===== config.mk =====
export PLATFORM = sky130hd
export DESIGN_NAME = pinned_lru_page_cache_tags
export DESIGN_NICKNAME = d
export VERILOG_FILES = /design/src/design/plct_pkg.sv /design/src/design/plct_cell.sv /design/src/design/pinned_lru_page_cache_tags.sv
export VERILOG_INCLUDE_DIRS = /design/src /design/src/design
export SDC_FILE = /design/constraint.sdc
export NUM_CORES = 1
export LEC_CHECK = 0
export BUFFER_PORTS_ARGS = -buffer_cell sky130_fd_sc_hd__buf_4
export CORE_MARGIN = 3
export CORE_UTILIZATION = 55
export CTS_CLUSTER_SIZE = 25
export DETAILED_ROUTE_END_ITERATION = 16
export GPL_TIMING_DRIVEN = 0
export MAX_ROUTING_LAYER = met4
export PLACE_DENSITY = 0.73
export SYNTH_ARGS = -nofsm -noshare
export SYNTH_HDL_FRONTEND = slang
export SYNTH_HIERARCHICAL = 1
export SYNTH_SLANG_ARGS = --single-unit

===== constraint.sdc =====
create_clock -name clk -period 5.6 [get_ports clk]
set_clock_uncertainty 0.1 [all_clocks]
set_input_delay 0.84 -clock clk [delete_from_list [all_inputs] [get_ports clk]]
set_output_delay 0.84 -clock clk [all_outputs]
set_load 0.05 [all_outputs]

===== src/design/pinned_lru_page_cache_tags_assert.svh =====
// assertion macros for the pinned lru page cache tag block
`ifndef PINNED_LRU_PAGE_CACHE_TAGS_ASSERT_SVH
`define PINNED_LRU_PAGE_CACHE_TAGS_ASSERT_SVH
`ifndef SYNTHESIS
`define PLCT_ASSERT_IMP(lbl, ante, cons) \
  lbl: assert property (@(posedge clk) disable iff (!rst_n) (ante) |-> (cons)) \
    else $error("plct assertion failed");
`define PLCT_ASSERT_NXT(lbl, ante, cons) \
  lbl: assert property (@(posedge clk) disable iff (!rst_n) (ante) |=> (cons)) \
    else $error("plct assertion failed");
`else
`define PLCT_ASSERT_IMP(lbl, ante, cons)
`define PLCT_ASSERT_NXT(lbl, ante, cons)
`endif
`endif


===== src/design/plct_pkg.sv =====
// shared constants, types and helpers for the page cache tag block
package plct_pkg;

  localparam int SLOTS     = 3;
  localparam int PAGE_BITS = 16;
  localparam int STAMP_W   = 32;
  localparam int CNT_W     = 16;
  localparam int IDX_W     = (SLOTS > 1) ? $clog2(SLOTS) : 1;
  localparam int CMP_W     = (PAGE_BITS > CNT_W) ? PAGE_BITS : CNT_W;
  localparam int FUNC_W    = 2;
  localparam int STATUS_W  = 3;
  localparam int SLOT_W    = 2;
  localparam int ADDR_W    = 3;
  localparam int DATA_W    = 32;

  typedef logic [IDX_W-1:0]     idx_t;
  typedef logic [PAGE_BITS-1:0] page_t;
  typedef logic [STAMP_W-1:0]   stamp_t;

  localparam logic [FUNC_W-1:0] FUNC_GET   = 2'd0;
  localparam logic [FUNC_W-1:0] FUNC_PIN   = 2'd1;
  localparam logic [FUNC_W-1:0] FUNC_UNPIN = 2'd2;

  localparam logic [STATUS_W-1:0] ST_HIT     = 3'd0;
  localparam logic [STATUS_W-1:0] ST_MISS    = 3'd1;
  localparam logic [STATUS_W-1:0] ST_EMPTY   = 3'd2;
  localparam logic [STATUS_W-1:0] ST_NOSLOT  = 3'd3;
  localparam logic [STATUS_W-1:0] ST_ILLEGAL = 3'd4;
  localparam logic [STATUS_W-1:0] ST_UNPIN   = 3'd5;

  // register index as seen on the word address
  localparam logic REG_PAGE_COUNT = 1'b0;

  // search state handed from cell to cell
  typedef struct packed {
    logic   vld;
    logic   hit;
    idx_t   hit_idx;
    logic   free;
    idx_t   free_idx;
    logic   vic;
    idx_t   vic_idx;
    stamp_t vic_stamp;
  } scan_t;

  // update broadcast to the row of cells
  typedef struct packed {
    logic   en;
    idx_t   idx;
    logic   load;
    logic   pin_we;
    logic   pin_val;
    stamp_t stamp;
  } wr_t;

  function automatic logic [SLOT_W-1:0] slot_field(input idx_t idx);
    logic [IDX_W+SLOT_W-1:0] ext;
    ext = {{SLOT_W{1'b0}}, idx};
    return ext[SLOT_W-1:0];
  endfunction

endpackage


===== src/design/plct_cell.sv =====
// one cache slot: tag, stamp and pin state plus its step of the search chain
module plct_cell import plct_pkg::*; (
  input  logic  clk,
  input  logic  rst_n,
  input  idx_t  cell_idx,
  input  page_t req_page,
  input  scan_t scan_in,
  output scan_t scan_out,
  input  wr_t   wr
);

  logic   valid_r;
  logic   pinned_r;
  page_t  page_r;
  stamp_t stamp_r;
  scan_t  scan_r;
  scan_t  scan_nxt;
  logic   sel;

  assign sel = wr.en && (wr.idx == cell_idx);

  always_comb begin
    scan_nxt = scan_in;
    if (!scan_in.hit && valid_r && (page_r == req_page)) begin
      scan_nxt.hit     = 1'b1;
      scan_nxt.hit_idx = cell_idx;
    end
    if (!scan_in.free && !valid_r) begin
      scan_nxt.free     = 1'b1;
      scan_nxt.free_idx = cell_idx;
    end
    // strict compare keeps the lowest index on equal stamps
    if (valid_r && !pinned_r && (!scan_in.vic || (stamp_r < scan_in.vic_stamp))) begin
      scan_nxt.vic       = 1'b1;
      scan_nxt.vic_idx   = cell_idx;
      scan_nxt.vic_stamp = stamp_r;
    end
  end

  always_ff @(posedge clk) begin
    if (!rst_n) begin
      scan_r.vld <= 1'b0;
    end else begin
      scan_r <= scan_nxt;
    end
  end

  always_ff @(posedge clk) begin
    if (!rst_n) begin
      valid_r  <= 1'b0;
      pinned_r <= 1'b0;
    end else if (sel) begin
      if (wr.load) begin
        valid_r <= 1'b1;
      end
      if (wr.pin_we) begin
        pinned_r <= wr.pin_val;
      end
    end
  end

  always_ff @(posedge clk) begin
    if (sel) begin
      if (wr.load) begin
        page_r <= req_page;
      end
      stamp_r <= wr.stamp;
    end
  end

  assign scan_out = scan_r;

endmodule


===== src/design/pinned_lru_page_cache_tags.sv =====
// top level: request control, decision on the scan result and config registers
// the request passes launch_r and the scan register of each slot cell before out_valid is registered
// a new item is taken only once the last one's update is applied (busy); the search walks the row of
// slot cells one cell per cycle, then the decision on the scan result applies the update
// the receiver cannot stall: out_valid is high for exactly one cycle per item
// synchronous reset (rst_n low) empties all slots, clears pins, stamp clock and page_count
`include "pinned_lru_page_cache_tags_assert.svh"
module pinned_lru_page_cache_tags import plct_pkg::*; (
  input  logic                clk,
  input  logic                rst_n,
  input  logic                start,
  output logic                busy,
  input  logic [FUNC_W-1:0]   in_func,
  input  page_t               in_page,
  input  logic                in_page_empty,
  output logic                out_valid,
  output logic [STATUS_W-1:0] out_status,
  output logic [SLOT_W-1:0]   out_slot,
  output logic                out_slot_found,
  input  logic                psel,
  input  logic                penable,
  input  logic                pwrite,
  input  logic [ADDR_W-1:0]   paddr,
  input  logic [DATA_W-1:0]   pwdata,
  output logic [DATA_W-1:0]   prdata,
  output logic                pready
);

  logic                busy_r;
  logic                launch_r;
  logic [FUNC_W-1:0]   func_r;
  page_t               page_r;
  logic                empty_r;
  logic [CNT_W-1:0]    page_count_r;
  stamp_t              use_clock_r;
  stamp_t              use_clock_nxt;
  logic                out_valid_r;
  logic [STATUS_W-1:0] out_status_r;
  logic [SLOT_W-1:0]   out_slot_r;
  logic                out_found_r;

  logic                accept;
  scan_t               chain [SLOTS+1];
  scan_t               fin;
  wr_t                 wr;
  wr_t                 wr_dec;
  logic [STATUS_W-1:0] status_dec;
  idx_t                idx_dec;
  logic                found_dec;
  logic                legal;
  logic                is_pin;
  logic                is_unpin;
  stamp_t              stamp1;
  stamp_t              stamp2;
  logic                cfg_wr;

  assign accept = start && !busy_r;
  assign busy   = busy_r;

  always_comb begin
    chain[0]     = '0;
    chain[0].vld = launch_r;
  end

  for (genvar i = 0; i < SLOTS; i++) begin : g_cell
    plct_cell u_cell (
      .clk      (clk),
      .rst_n    (rst_n),
      .cell_idx (IDX_W'(i)),
      .req_page (page_r),
      .scan_in  (chain[i]),
      .scan_out (chain[i+1]),
      .wr       (wr)
    );
  end

  assign fin = chain[SLOTS];

  assign legal    = {{(CMP_W-PAGE_BITS){1'b0}}, page_r} <
                    {{(CMP_W-CNT_W){1'b0}}, page_count_r};
  assign is_pin   = (func_r == FUNC_PIN);
  assign is_unpin = (func_r == FUNC_UNPIN);
  assign stamp1   = use_clock_r + stamp_t'(1);
  assign stamp2   = use_clock_r + stamp_t'(2);

  always_comb begin
    wr_dec        = '0;
    use_clock_nxt = use_clock_r;
    status_dec    = ST_HIT;
    idx_dec       = '0;
    found_dec     = 1'b0;
    if (is_unpin) begin
      status_dec = ST_UNPIN;
      found_dec  = fin.hit;
      idx_dec    = fin.hit ? fin.hit_idx : '0;
      if (fin.hit) begin
        wr_dec.en     = 1'b1;
        wr_dec.idx    = fin.hit_idx;
        wr_dec.pin_we = 1'b1;
        wr_dec.stamp  = stamp1;
        use_clock_nxt = stamp1;
      end
    end else if (!legal) begin
      status_dec = ST_ILLEGAL;
    end else if (empty_r) begin
      // no fill for a zero-size page, but a resident copy can still be pinned
      status_dec = ST_EMPTY;
      found_dec  = fin.hit;
      idx_dec    = fin.hit ? fin.hit_idx : '0;
      if (is_pin && fin.hit) begin
        wr_dec.en      = 1'b1;
        wr_dec.idx     = fin.hit_idx;
        wr_dec.pin_we  = 1'b1;
        wr_dec.pin_val = 1'b1;
        wr_dec.stamp   = stamp1;
        use_clock_nxt  = stamp1;
      end
    end else if (fin.hit) begin
      status_dec     = ST_HIT;
      found_dec      = 1'b1;
      idx_dec        = fin.hit_idx;
      wr_dec.en      = 1'b1;
      wr_dec.idx     = fin.hit_idx;
      wr_dec.pin_we  = is_pin;
      wr_dec.pin_val = 1'b1;
      wr_dec.stamp   = is_pin ? stamp2 : stamp1;
      use_clock_nxt  = is_pin ? stamp2 : stamp1;
    end else if (fin.free || fin.vic) begin
      status_dec     = ST_MISS;
      found_dec      = 1'b1;
      idx_dec        = fin.free ? fin.free_idx : fin.vic_idx;
      wr_dec.en      = 1'b1;
      wr_dec.idx     = idx_dec;
      wr_dec.load    = 1'b1;
      wr_dec.pin_we  = 1'b1;
      wr_dec.pin_val = is_pin;
      wr_dec.stamp   = is_pin ? stamp2 : stamp1;
      use_clock_nxt  = is_pin ? stamp2 : stamp1;
    end else begin
      status_dec = ST_NOSLOT;
    end
  end

  always_comb begin
    wr    = wr_dec;
    wr.en = wr_dec.en && fin.vld;
  end

  always_ff @(posedge clk) begin
    if (!rst_n) begin
      busy_r      <= 1'b0;
      launch_r    <= 1'b0;
      out_valid_r <= 1'b0;
      use_clock_r <= '0;
    end else begin
      launch_r    <= accept;
      out_valid_r <= fin.vld;
      if (accept) begin
        busy_r <= 1'b1;
      end else if (fin.vld) begin
        busy_r <= 1'b0;
      end
      if (fin.vld) begin
        use_clock_r <= use_clock_nxt;
      end
    end
  end

  always_ff @(posedge clk) begin
    if (accept) begin
      func_r  <= in_func;
      page_r  <= in_page;
      empty_r <= in_page_empty;
    end
    if (fin.vld) begin
      out_status_r <= status_dec;
      out_slot_r   <= slot_field(idx_dec);
      out_found_r  <= found_dec;
    end
  end

  assign out_valid      = out_valid_r;
  assign out_status     = out_status_r;
  assign out_slot       = out_slot_r;
  assign out_slot_found = out_found_r;

  // config port, word index from the upper address bit
  assign pready = 1'b1;
  assign cfg_wr = psel && penable && pwrite && pready && (paddr[ADDR_W-1] == REG_PAGE_COUNT);

  always_ff @(posedge clk) begin
    if (!rst_n) begin
      page_count_r <= '0;
    end else if (cfg_wr) begin
      page_count_r <= pwdata[CNT_W-1:0];
    end
  end

  assign prdata = (paddr[ADDR_W-1] == REG_PAGE_COUNT) ? DATA_W'(page_count_r) : '0;

  `PLCT_ASSERT_NXT(a_busy_after_accept, start && !busy, busy)
  `PLCT_ASSERT_IMP(a_result_needs_item, out_valid, $past(busy))
  `PLCT_ASSERT_NXT(a_single_strobe, out_valid, !out_valid)
  `PLCT_ASSERT_IMP(a_found_status, out_valid && out_slot_found,
                   (out_status != ST_ILLEGAL) && (out_status != ST_NOSLOT))

endmodule


==> impl_metrics.py, run 1 <==
metrics = {
    "place": {
        "place_congestion": 0.955,
        "hpwl_mm": 29.3,
        "numPlacedInstances": 2058,
        "dp_slack_ns": 0.292,
        "portBuffers": 64,
    },
    "power": {
        "leakage_nw": 7.40,
        "peakVddDrop_mv": 0.271,
        "p_per_area_nw_per_um2": 271,
        "p_total_mw": 5.29,
    },
    "grt": {
        "gr-usage-all-layers_pct": 25.1,
        "grt_pass1_wl_mm": 63.6,
        "met1_usage_pct": 33.5,
        "met3_usage_pct": 4.11,
        "globalRouteOverflowTotal": 0,
        "grt_max_degree": 107,
        "use_met2_pct": 40.1,
        "antenna_found_initial": 1,
        "top_usage_layer": "met2",
        "grt_pass1_vias": 11900,
    },
    "timing": {
        "rsz0062_at_grt": "false",
        "max_freq_mhz": 191,
        "fin_ws_ns": 0.353,
        "setup_tns_ns": 0,
        "period_needed_ns": 5.25,
        "hold_viol_final": 0,
        "whs_ns": 0.330,
        "slew_headroom_pct": 27.9,
        "fin_crit_sh_pct": 93.7,
        "finalSetupViolations": 0,
        "tightest_slew_ns": 1.07,
        "slew_viol_final": 0,
    },
    "floorplanning": {
        "die_w_um": 182,
        "floorplan.core_area_um2": 30000,
        "rows": 63,
        "start_util_pct": 56.5,
        "fp.dieArea_um2": 33000,
        "dieHeight_um": 182,
        "top_level_ports": 101,
    },
    "detailed_routing": {
        "wl_per_cell_um": 19.0,
        "routed_via_density": 5.61,
        "drtAntennaViolNets": 0,
        "drc": 0,
        "drt_iter0_drc": 882,
        "vias": 11900,
        "wirelength_mm": 40.4,
        "dr.pass1.iters": 5,
    },
    "outcome": {
        "status": "completed",
    },
    "logic_synthesis": {
        "synth_area_per_cell_um2": 11.4,
        "netlist_area_um2": 17000,
        "ys.warnings.count": 6,
        "syn-instance-count": 1487,
    },
    "final_layout": {
        "antennaDiodeCount": 0,
        "fillCellCount": 2326,
        "areaGrowthSynthToFinish_pct": 15.3,
        "nNetsFinal": 1876,
        "drive_above_1_share_pct": 16.8,
        "stdcell_count": 2123,
        "seqCellArea_um2": 9010,
        "multi_input_area_um2": 7460,
    },
    "clock_tree": {
        "clkLatencyLatePin_ns": 0.52,
        "ctsHoldBuffers": 0,
        "cts_made_buffers": 35,
        "clkSinkCount": 320,
        "clk_path_buf_depth": 3,
        "cts_tree": "done",
        "clock-root-buffer": "clkbuf_16",
        "clk_pin_slew_ns": 0.06,
        "h-tree-depth": 2,
    },
    "worst_setup_path": {
        "critical_path_arrival_ns": 5.29,
        "r2r_slack_ns": 0.35,
        "r2r-end": "g_cell[1].u_cell/page_r[13]$_DFFE_PP_",
        "reg2reg_from": "page_r[15]$_DFFE_PP_",
        "path_class": "flip-flop to flip-flop",
        "path_max_fanout": 34,
        "end_kind": "flip-flop",
        "rr_worst_depth": 13,
        "required_ns": 5.65,
        "cp-start-kind": "flip-flop",
        "critPathLaunch": "page_r[15]$_DFFE_PP_",
    },
    "worst_hold_path": {
        "holdPathEnd": "g_cell[0].u_cell/scan_out[41]$_SDFF_PN0_",
        "hold_path_class": "flip-flop to flip-flop",
        "hold_start": "launch_r$_SDFF_PN0_",
        "holdPathStages": 1,
    },
    "run": {
        "cap_violations": 0,
    },
}
-- state kept, by name, indices dropped and copies added (netlist names), 3 cells and up --
name,cells
g_cell.u_cell/pinned_r,3
page_count_r,16
page_r,16
g_cell.u_cell/scan_out,94
g_cell.u_cell/page_r,48
g_cell.u_cell/stamp_r,96
use_clock_r,32
g_cell.u_cell/valid_r,3
out_status,3
-- area by class of cell --
cell class,count,share of cell area [%]
sequential,320,46.1
clock buffer,44,4.81
timing repair buffer,66,2.69
buffer,72,2.49
inverter,119,2.30
multi-input combinational,1092,38.2
tap,390,2.50
clock inverter,20,0.960
-- power by group --
part | internal [mW] | switching, mW | total (mW)
registers | 2.62 | 0.0388 | 2.66
logic | 0.144 | 0.233 | 0.377
clock network | 1.34 | 0.916 | 2.25
total | 4.10 | 1.19 | 5.29
-- metrics by stage --
stage / utilization (%) / area (um2)
3_5_place_dp: 61.2 / 18400
2_1_floorplan: - / 17400
5_1_grt: 65.1 / 19600
3_3_place_gp: 61.2 / 18400
4_1_cts: 65.0 / 19500
6_report: 65.1 / 19600
-- per-layer routing --
layer | routed length (um) | share of wire (%) | vias to the layer above
met5 | 0 | 0 | -
met4 | 994 | 2.5 | 0
met3 | 2770 | 6.9 | 78
met2 | 18900 | 47 | 370
met1 | 17700 | 44 | 5753
li1 | - | - | 5700
-- placed cells by master (no fill, tap or decap), drive strengths merged, types with 4 or more instances in the layout --
master,instances
a2111oi,4
a211oi,6
a21oi,91
a22oi,11
a2bb2oi,4
a31oi,9
and2,14
and3,11
and4,5
buf,104
clkbuf,77
clkinv,15
conb,118
dfxtp,60
edfxtp,260
ha,110
inv,121
mux2,83
mux2i,8
nand2,119
nand2b,16
nand3,23
nand4,29
nor2,113
nor2b,11
nor3,23
nor4,29
nor4b,4
o211ai,6
o21a,9
o21ai,56
o22ai,20
o31a,5
o31ai,6
o41ai,5
or2,10
or3,5
xnor2,52
xor2,42
-- critical path, cell delays in order (launching register included) --
cell       delay, ns
edfxtp_1        0.56
ha_1            0.38
nand4_1         0.15
or3_1           0.44
or4_4           0.59
and3_1          0.20
buf_6           0.15
inv_4           0.14
nor2_1          0.06
nand2_1         0.19
o2bb2ai_1       0.19
xnor2_1         0.17
and3_2          0.82
and2_1          0.73
-- worst max path at each step --
stage,to,slack (ns),cells past startpoint
after floorplan,g_cell[0].u_cell/page_r[0]$_DFFE_PP_,0.93,13
after global placement,g_cell[0].u_cell/page_r[11]$_DFFE_PP_,-0.19,13
after detailed placement,g_cell[0].u_cell/page_r[13]$_DFFE_PP_,0.29,13
after CTS,g_cell[0].u_cell/page_r[13]$_DFFE_PP_,0.25,13
after global routing,g_cell[1].u_cell/page_r[13]$_DFFE_PP_,0.03,13
final,g_cell[1].u_cell/page_r[13]$_DFFE_PP_,0.35,13
-- timing repair --
action | in CTS | in global routing
gates resized for setup | 0 | 2
buffers inserted | 0 | 0
endpoints found under the setup margin | 0 | 32
(Power assumes the default switching activity.)
==> run 2: changes to the inputs <==
--- a/config.mk
+++ b/config.mk
@@ -6,14 +6,14 @@
 export SDC_FILE = /design/constraint.sdc
 export NUM_CORES = 1
 export LEC_CHECK = 0
-export BUFFER_PORTS_ARGS = -buffer_cell sky130_fd_sc_hd__buf_4
 export CORE_MARGIN = 3
 export CORE_UTILIZATION = 55
 export CTS_CLUSTER_SIZE = 25
 export DETAILED_ROUTE_END_ITERATION = 16
+export DONT_BUFFER_PORTS = 1
 export GPL_TIMING_DRIVEN = 0
 export MAX_ROUTING_LAYER = met4
-export PLACE_DENSITY = 0.73
+export PLACE_DENSITY = 0.7
 export SYNTH_ARGS = -nofsm -noshare
 export SYNTH_HDL_FRONTEND = slang
 export SYNTH_HIERARCHICAL = 1
==> run 2 against run 1 <==
Effect of this change:
- setup slack improved by 0.056 ns
- non-clock buffer count shrank 65
- clock-buffer cell count increased by 6
- worst hold slack got worse by 0.028 ns
- utilization decreased by 1.9 points
- final cell count shrank 3.0%
- largest cell class unchanged
==> impl_metrics.py, run 2 (synthesis results as in run 1) <==
metrics = {
    "worst_setup_path": {
        "path_max_fanout": 34,
        "reg2reg_from": "page_r[14]$_DFFE_PP_",
        "rr_worst_depth": 13,
        "r2r_slack_ns": 0.41,
        "end_kind": "flip-flop",
        "path_buf_inv": 2,
        "cp_top_family": "simple AND/OR/NAND/NOR gates",
        "slowest_delay_ns": 0.81,
        "critical_path_arrival_ns": 5.24,
        "cp-start-kind": "flip-flop",
        "r2r-end": "g_cell[1].u_cell/page_r[3]$_DFFE_PP_",
        "worst_path_max_delay_cell": "and3_2",
        "path_class": "flip-flop to flip-flop",
        "required_ns": 5.65,
        "path_cells": "ha_1 -> nand4_1 -> or3_1 -> or4_4 -> and3_1 -> buf_6 -> inv_4 -> nor2_1 -> nand2_1 -> o2bb2ai_1 -> xnor2_1 -> and3_2 -> and2_1",
    },
    "detailed_routing": {
        "routed_via_density": 5.63,
        "dr.pass1.iters": 5,
        "vias": 11600,
        "wirelength_mm": 39.8,
        "drtAntennaViolNets": 0,
        "drt_iter0_drc": 906,
        "wl_per_cell_um": 19.3,
        "drc": 0,
    },
    "place": {
        "hpwl_mm": 28.8,
        "portBuffers": 0,
        "place_congestion": 0.950,
        "numPlacedInstances": 1994,
    },
    "grt": {
        "grt_max_degree": 107,
        "grt_pass1_wl_mm": 62.5,
        "antenna_found_initial": 2,
        "grt_pass1_vias": 11500,
        "globalRouteOverflowTotal": 0,
        "gr-usage-all-layers_pct": 24.7,
    },
    "clock_tree": {
        "clk_pin_slew_ns": 0.06,
        "h-tree-depth": 2,
        "clkSinkCount": 320,
        "clk_path_buf_depth": 3,
        "ctsHoldBuffers": 0,
        "cts_setup_buffers": 0,
        "cts_made_buffers": 36,
        "cts_tree": "done",
        "cts_resized": 0,
        "clock-root-buffer": "clkbuf_16",
        "clkLatencyLatePin_ns": 0.53,
    },
    "power": {
        "p_seq_share_pct": 51.8,
        "clkPwrFrac_pct": 41.9,
        "leakage_nw": 7.02,
        "p_per_area_nw_per_um2": 271,
        "p_int_mw": 3.96,
        "comb_power_share_pct": 6.3,
        "peakVddDrop_mv": 0.264,
        "swShare_pct": 23.1,
        "p_sw_mw": 1.19,
    },
    "final_layout": {
        "fin_util_pct": 63.2,
        "seqCellArea_um2": 9010,
        "drive_above_1_share_pct": 13.0,
        "fillCellCount": 2378,
        "nNetsFinal": 1812,
        "areaGrowthSynthToFinish_pct": 11.9,
        "largest_reg_flops": 96,
        "antennaDiodeCount": 0,
        "multi_input_area_um2": 7460,
        "stdcell_count": 2059,
        "final_cell_mix": "260 x edfxtp_1, 118 x nand2_1, 118 x conb_1, 117 x inv_1",
        "largest_register": "g_cell.u_cell/stamp_r",
        "final_common_cell": "edfxtp_1",
    },
    "floorplanning": {
        "dieHeight_um": 182,
        "die_w_um": 182,
        "floorplan.core_area_um2": 30000,
        "top_level_ports": 101,
        "fp.dieArea_um2": 33000,
        "start_util_pct": 56.5,
        "rows": 63,
    },
    "timing": {
        "max_freq_mhz": 193,
        "hold_viol_final": 0,
        "rsz0062_at_grt": "false",
        "finalSetupViolations": 0,
        "slew_headroom_pct": 11.7,
        "fin_crit_sh_pct": 92.7,
        "period_needed_ns": 5.19,
        "tightest_slew_ns": 1.31,
        "slew_viol_final": 0,
    },
    "run": {
        "cap_violations": 0,
    },
    "worst_hold_path": {
        "holdPathStages": 0,
        "hold_start": "in_page_empty",
        "holdPathEnd": "empty_r$_DFFE_PP_",
        "hold_path_class": "input pin to flip-flop",
    },
    "outcome": {
        "status": "completed",
    },
}
## run 2: cell types whose count changed in the layout (fill, tap and decap cells not counted), sizes merged
cell,before,now
clkinv,15,12
clkbuf,77,83
buf,104,39
clkinvlp,0,1
bufinv,3,0
## run 2: power by group through the flow
stage               Clock [mW]  Combinational [mW]  Sequential [mW]
global placement             0               0.306             2.71
global route              2.29               0.362             2.67
floorplan                    0               0.249             2.70
CTS                       2.20               0.321             2.66
finish                    2.16               0.325             2.66
detailed placement           0               0.318             2.71
## run 2: layout make-up
cell class,instances,area share [%]
repair buffers,1,0.0791
clock buffers,50,5.08
plain buffers,72,2.57
clock inverters,15,0.541
flip-flops and latches,320,47.5
multi-input cells,1092,39.3
inverters,119,2.37
well taps,390,2.57
## run 2: stage by stage
stage	TNS [ns]	cell area, um2	worst slack (ns)	hold slack (ns)	power, mW
2_1_floorplan	0	17400	0.928	0.306	2.95
3_3_place_gp	-5.21	17900	-0.138	0.308	3.02
3_5_place_dp	0	17900	0.393	0.314	3.03
4_1_cts	0	19000	0.348	0.286	5.19
5_1_grt	0	19000	0.108	0.282	5.33
6_report	0	19000	0.409	0.302	5.15
## run 2: worst max path at each step
| stage | end | cells past startpoint | startpoint |
|---|---|---|---|
| 6_report | g_cell[1].u_cell/page_r[3]$_DFFE_PP_ | 13 | page_r[14]$_DFFE_PP_ |
| 4_1_cts | g_cell[1].u_cell/page_r[3]$_DFFE_PP_ | 13 | page_r[15]$_DFFE_PP_ |
| 3_3_place_gp | g_cell[1].u_cell/page_r[3]$_DFFE_PP_ | 13 | page_r[15]$_DFFE_PP_ |
| 2_1_floorplan | g_cell[0].u_cell/page_r[0]$_DFFE_PP_ | 13 | page_r[15]$_DFFE_PP_ |
| 3_5_place_dp | g_cell[0].u_cell/page_r[11]$_DFFE_PP_ | 13 | page_r[15]$_DFFE_PP_ |
| 5_1_grt | g_cell[0].u_cell/page_r[2]$_DFFE_PP_ | 13 | page_r[15]$_DFFE_PP_ |
## run 2: routing by layer
metal / part of all wire (%) / track usage (%) / vias up
met5: 0 / - / -
met4: 2.9 / 7.13 / 0
met3: 5.7 / 2.82 / 77
met2: 46 / 39.6 / 340
met1: 45 / 33.8 / 5583
li1: - / - / 5593
## run 2: worst register-to-register path: stages, from the launching register on
cell	delay, ns
edfxtp_1	0.55
ha_1	0.37
nand4_1	0.14
or3_1	0.43
or4_4	0.59
and3_1	0.20
buf_6	0.15
inv_4	0.13
nor2_1	0.07
nand2_1	0.16
o2bb2ai_1	0.18
xnor2_1	0.20
and3_2	0.81
and2_1	0.74
==> run 3: changes to the inputs <==
--- a/config.mk
+++ b/config.mk
@@ -7,13 +7,13 @@
 export NUM_CORES = 1
 export LEC_CHECK = 0
 export CORE_MARGIN = 3
-export CORE_UTILIZATION = 55
+export CORE_UTILIZATION = 65
 export CTS_CLUSTER_SIZE = 25
 export DETAILED_ROUTE_END_ITERATION = 16
 export DONT_BUFFER_PORTS = 1
 export GPL_TIMING_DRIVEN = 0
 export MAX_ROUTING_LAYER = met4
-export PLACE_DENSITY = 0.7
+export PLACE_DENSITY = 0.81
 export SYNTH_ARGS = -nofsm -noshare
 export SYNTH_HDL_FRONTEND = slang
 export SYNTH_HIERARCHICAL = 1
==> run 3 against run 2 <==
Effect of this change:
- clock-buffer cell count shrank 5
- critical path depth did not move
- die area is 15% lower
- worst hold slack improved by 0.013 ns
- flip-flop and latch count is the same
- fmax down 2.5%
- final area is essentially flat
- via count increased by 3.8%
- global-route usage rose by 4.4 points
- first-iteration DRC count increased by 14%
- non-clock buffer count unchanged
- wire length grew 1.0%
==> impl_metrics.py, run 3 (synthesis results as in run 1) <==
metrics = {
    "timing": {
        "whs_ns": 0.315,
        "period_needed_ns": 5.32,
        "finalSetupViolations": 0,
        "slew_viol_final": 0,
        "max_freq_mhz": 188,
        "rsz0062_at_grt": "false",
        "tightest_slew_ns": 1.09,
        "fin_crit_sh_pct": 95.0,
        "hold_viol_final": 0,
        "slew_headroom_pct": 26.7,
        "fin_ws_ns": 0.278,
    },
    "worst_setup_path": {
        "slowest_delay_ns": 0.78,
        "end_kind": "flip-flop",
        "cp-start-kind": "flip-flop",
        "worst_path_max_delay_cell": "and3_2",
        "reg2reg_from": "page_r[14]$_DFFE_PP_",
        "r2r-end": "g_cell[0].u_cell/page_r[5]$_DFFE_PP_",
        "critical_path_arrival_ns": 5.36,
        "path_class": "flip-flop to flip-flop",
        "path_cells": "ha_1 -> nand4_1 -> or3_1 -> or4_4 -> and3_1 -> buf_6 -> inv_4 -> nor2_1 -> nand2_1 -> o2bb2ai_1 -> xnor2_1 -> and3_2 -> and2_1",
        "cp_top_family": "simple AND/OR/NAND/NOR gates",
        "rr_worst_depth": 13,
        "path_max_fanout": 34,
        "path_buf_inv": 2,
        "cp_num_cells": 13,
        "r2r_slack_ns": 0.28,
        "required_ns": 5.64,
    },
    "final_layout": {
        "largest_register": "g_cell.u_cell/stamp_r",
        "drive_above_1_share_pct": 13.5,
        "areaGrowthSynthToFinish_pct": 11.8,
        "fillCellCount": 1705,
        "seqCellArea_um2": 9010,
        "final_cell_mix": "260 x edfxtp_1, 118 x nand2_1, 118 x conb_1, 117 x inv_1",
        "antennaDiodeCount": 0,
        "final_common_cell": "edfxtp_1",
        "largest_reg_flops": 96,
        "stdcell_count": 1995,
        "nNetsFinal": 1810,
        "multi_input_area_um2": 7460,
        "fin_util_pct": 74.7,
    },
    "place": {
        "hpwl_mm": 28.9,
        "numPlacedInstances": 1934,
        "portBuffers": 0,
        "dp_slack_ns": 0.354,
        "place_congestion": 0.966,
    },
    "clock_tree": {
        "clock-root-buffer": "clkbuf_16",
        "clkLatencyLatePin_ns": 0.52,
        "clk_path_buf_depth": 3,
        "cts_resized": 0,
        "clkSinkCount": 320,
        "cts_setup_buffers": 0,
        "cts_made_buffers": 34,
        "ctsHoldBuffers": 0,
        "cts_tree": "done",
        "h-tree-depth": 2,
        "clk_pin_slew_ns": 0.06,
    },
    "floorplanning": {
        "dieHeight_um": 168,
        "fp.dieArea_um2": 28100,
        "rows": 58,
        "die_w_um": 168,
        "top_level_ports": 101,
        "start_util_pct": 66.8,
        "floorplan.core_area_um2": 25400,
    },
    "grt": {
        "grt_max_degree": 107,
        "grt_pass1_wl_mm": 62.8,
        "antenna_found_initial": 0,
        "gr-usage-all-layers_pct": 29.2,
        "grt_pass1_vias": 11700,
        "globalRouteOverflowTotal": 0,
    },
    "power": {
        "comb_power_share_pct": 6.3,
        "p_sw_mw": 1.15,
        "p_int_mw": 4.11,
        "p_total_mw": 5.26,
        "peakVddDrop_mv": 0.263,
        "p_seq_share_pct": 50.6,
        "swShare_pct": 21.9,
        "p_per_area_nw_per_um2": 277,
        "clkPwrFrac_pct": 43.1,
        "leakage_nw": 7.06,
    },
    "detailed_routing": {
        "vias": 12000,
        "drtAntennaViolNets": 0,
        "routed_via_density": 6.03,
        "wirelength_mm": 40.2,
        "dr.pass1.iters": 5,
        "drt_iter0_drc": 1036,
        "wl_per_cell_um": 20.2,
        "drc": 0,
    },
    "worst_hold_path": {
        "hold_start": "in_page[7]",
        "hold_path_class": "input pin to flip-flop",
        "holdPathEnd": "page_r[7]$_DFFE_PP_",
        "holdPathStages": 0,
    },
    "run": {
        "cap_violations": 0,
    },
    "outcome": {
        "status": "completed",
    },
}
[run 3: layer usage]
| layer | wire length (um) | vias up | global-route usage, % |
|---|---|---|---|
| li1 | - | 5578 | - |
| met3 | 3160 | 94 | 4.27 |
| met1 | 16000 | 5804 | 37.2 |
| met4 | 1270 | 0 | 9.89 |
| met2 | 19800 | 556 | 48.5 |
| met5 | 0 | - | - |
[run 3: metrics by stage]
step	area (um2)	setup TNS [ns]
final	19000	0
after global routing	19000	0
after CTS	19000	0
after detailed placement	17800	0
after global placement	17800	-3.38
after floorplan	17400	0
[run 3: how the worst max path moves through the flow]
stage | slack [ns] | to | from
after CTS | 0.25 | g_cell[0].u_cell/page_r[5]$_DFFE_PP_ | page_r[14]$_DFFE_PP_
final | 0.28 | g_cell[0].u_cell/page_r[5]$_DFFE_PP_ | page_r[14]$_DFFE_PP_
after global placement | -0.08 | g_cell[2].u_cell/page_r[11]$_DFFE_PP_ | page_r[12]$_DFFE_PP_
after global routing | 0.01 | g_cell[0].u_cell/page_r[5]$_DFFE_PP_ | page_r[14]$_DFFE_PP_
after detailed placement | 0.35 | g_cell[0].u_cell/page_r[10]$_DFFE_PP_ | page_r[14]$_DFFE_PP_
after floorplan | 0.93 | g_cell[0].u_cell/page_r[0]$_DFFE_PP_ | page_r[15]$_DFFE_PP_
[run 3: area by class of cell]
class | instances | share of cell area, %
inverters | 119 | 2.37
flip-flops and latches | 320 | 47.5
clock inverters | 16 | 1.06
repair buffers | 1 | 0.0792
well taps | 330 | 2.18
clock buffers | 45 | 4.91
multi-input cells | 1092 | 39.3
plain buffers | 72 | 2.57
[run 3: power groups by stage]
stage / Clock [mW] / Combinational (mW) / Sequential (mW)
CTS: 2.30 / 0.324 / 2.66
finish: 2.27 / 0.331 / 2.66
global route: 2.40 / 0.366 / 2.67
floorplan: 0 / 0.249 / 2.70
detailed placement: 0 / 0.320 / 2.71
global placement: 0 / 0.304 / 2.71
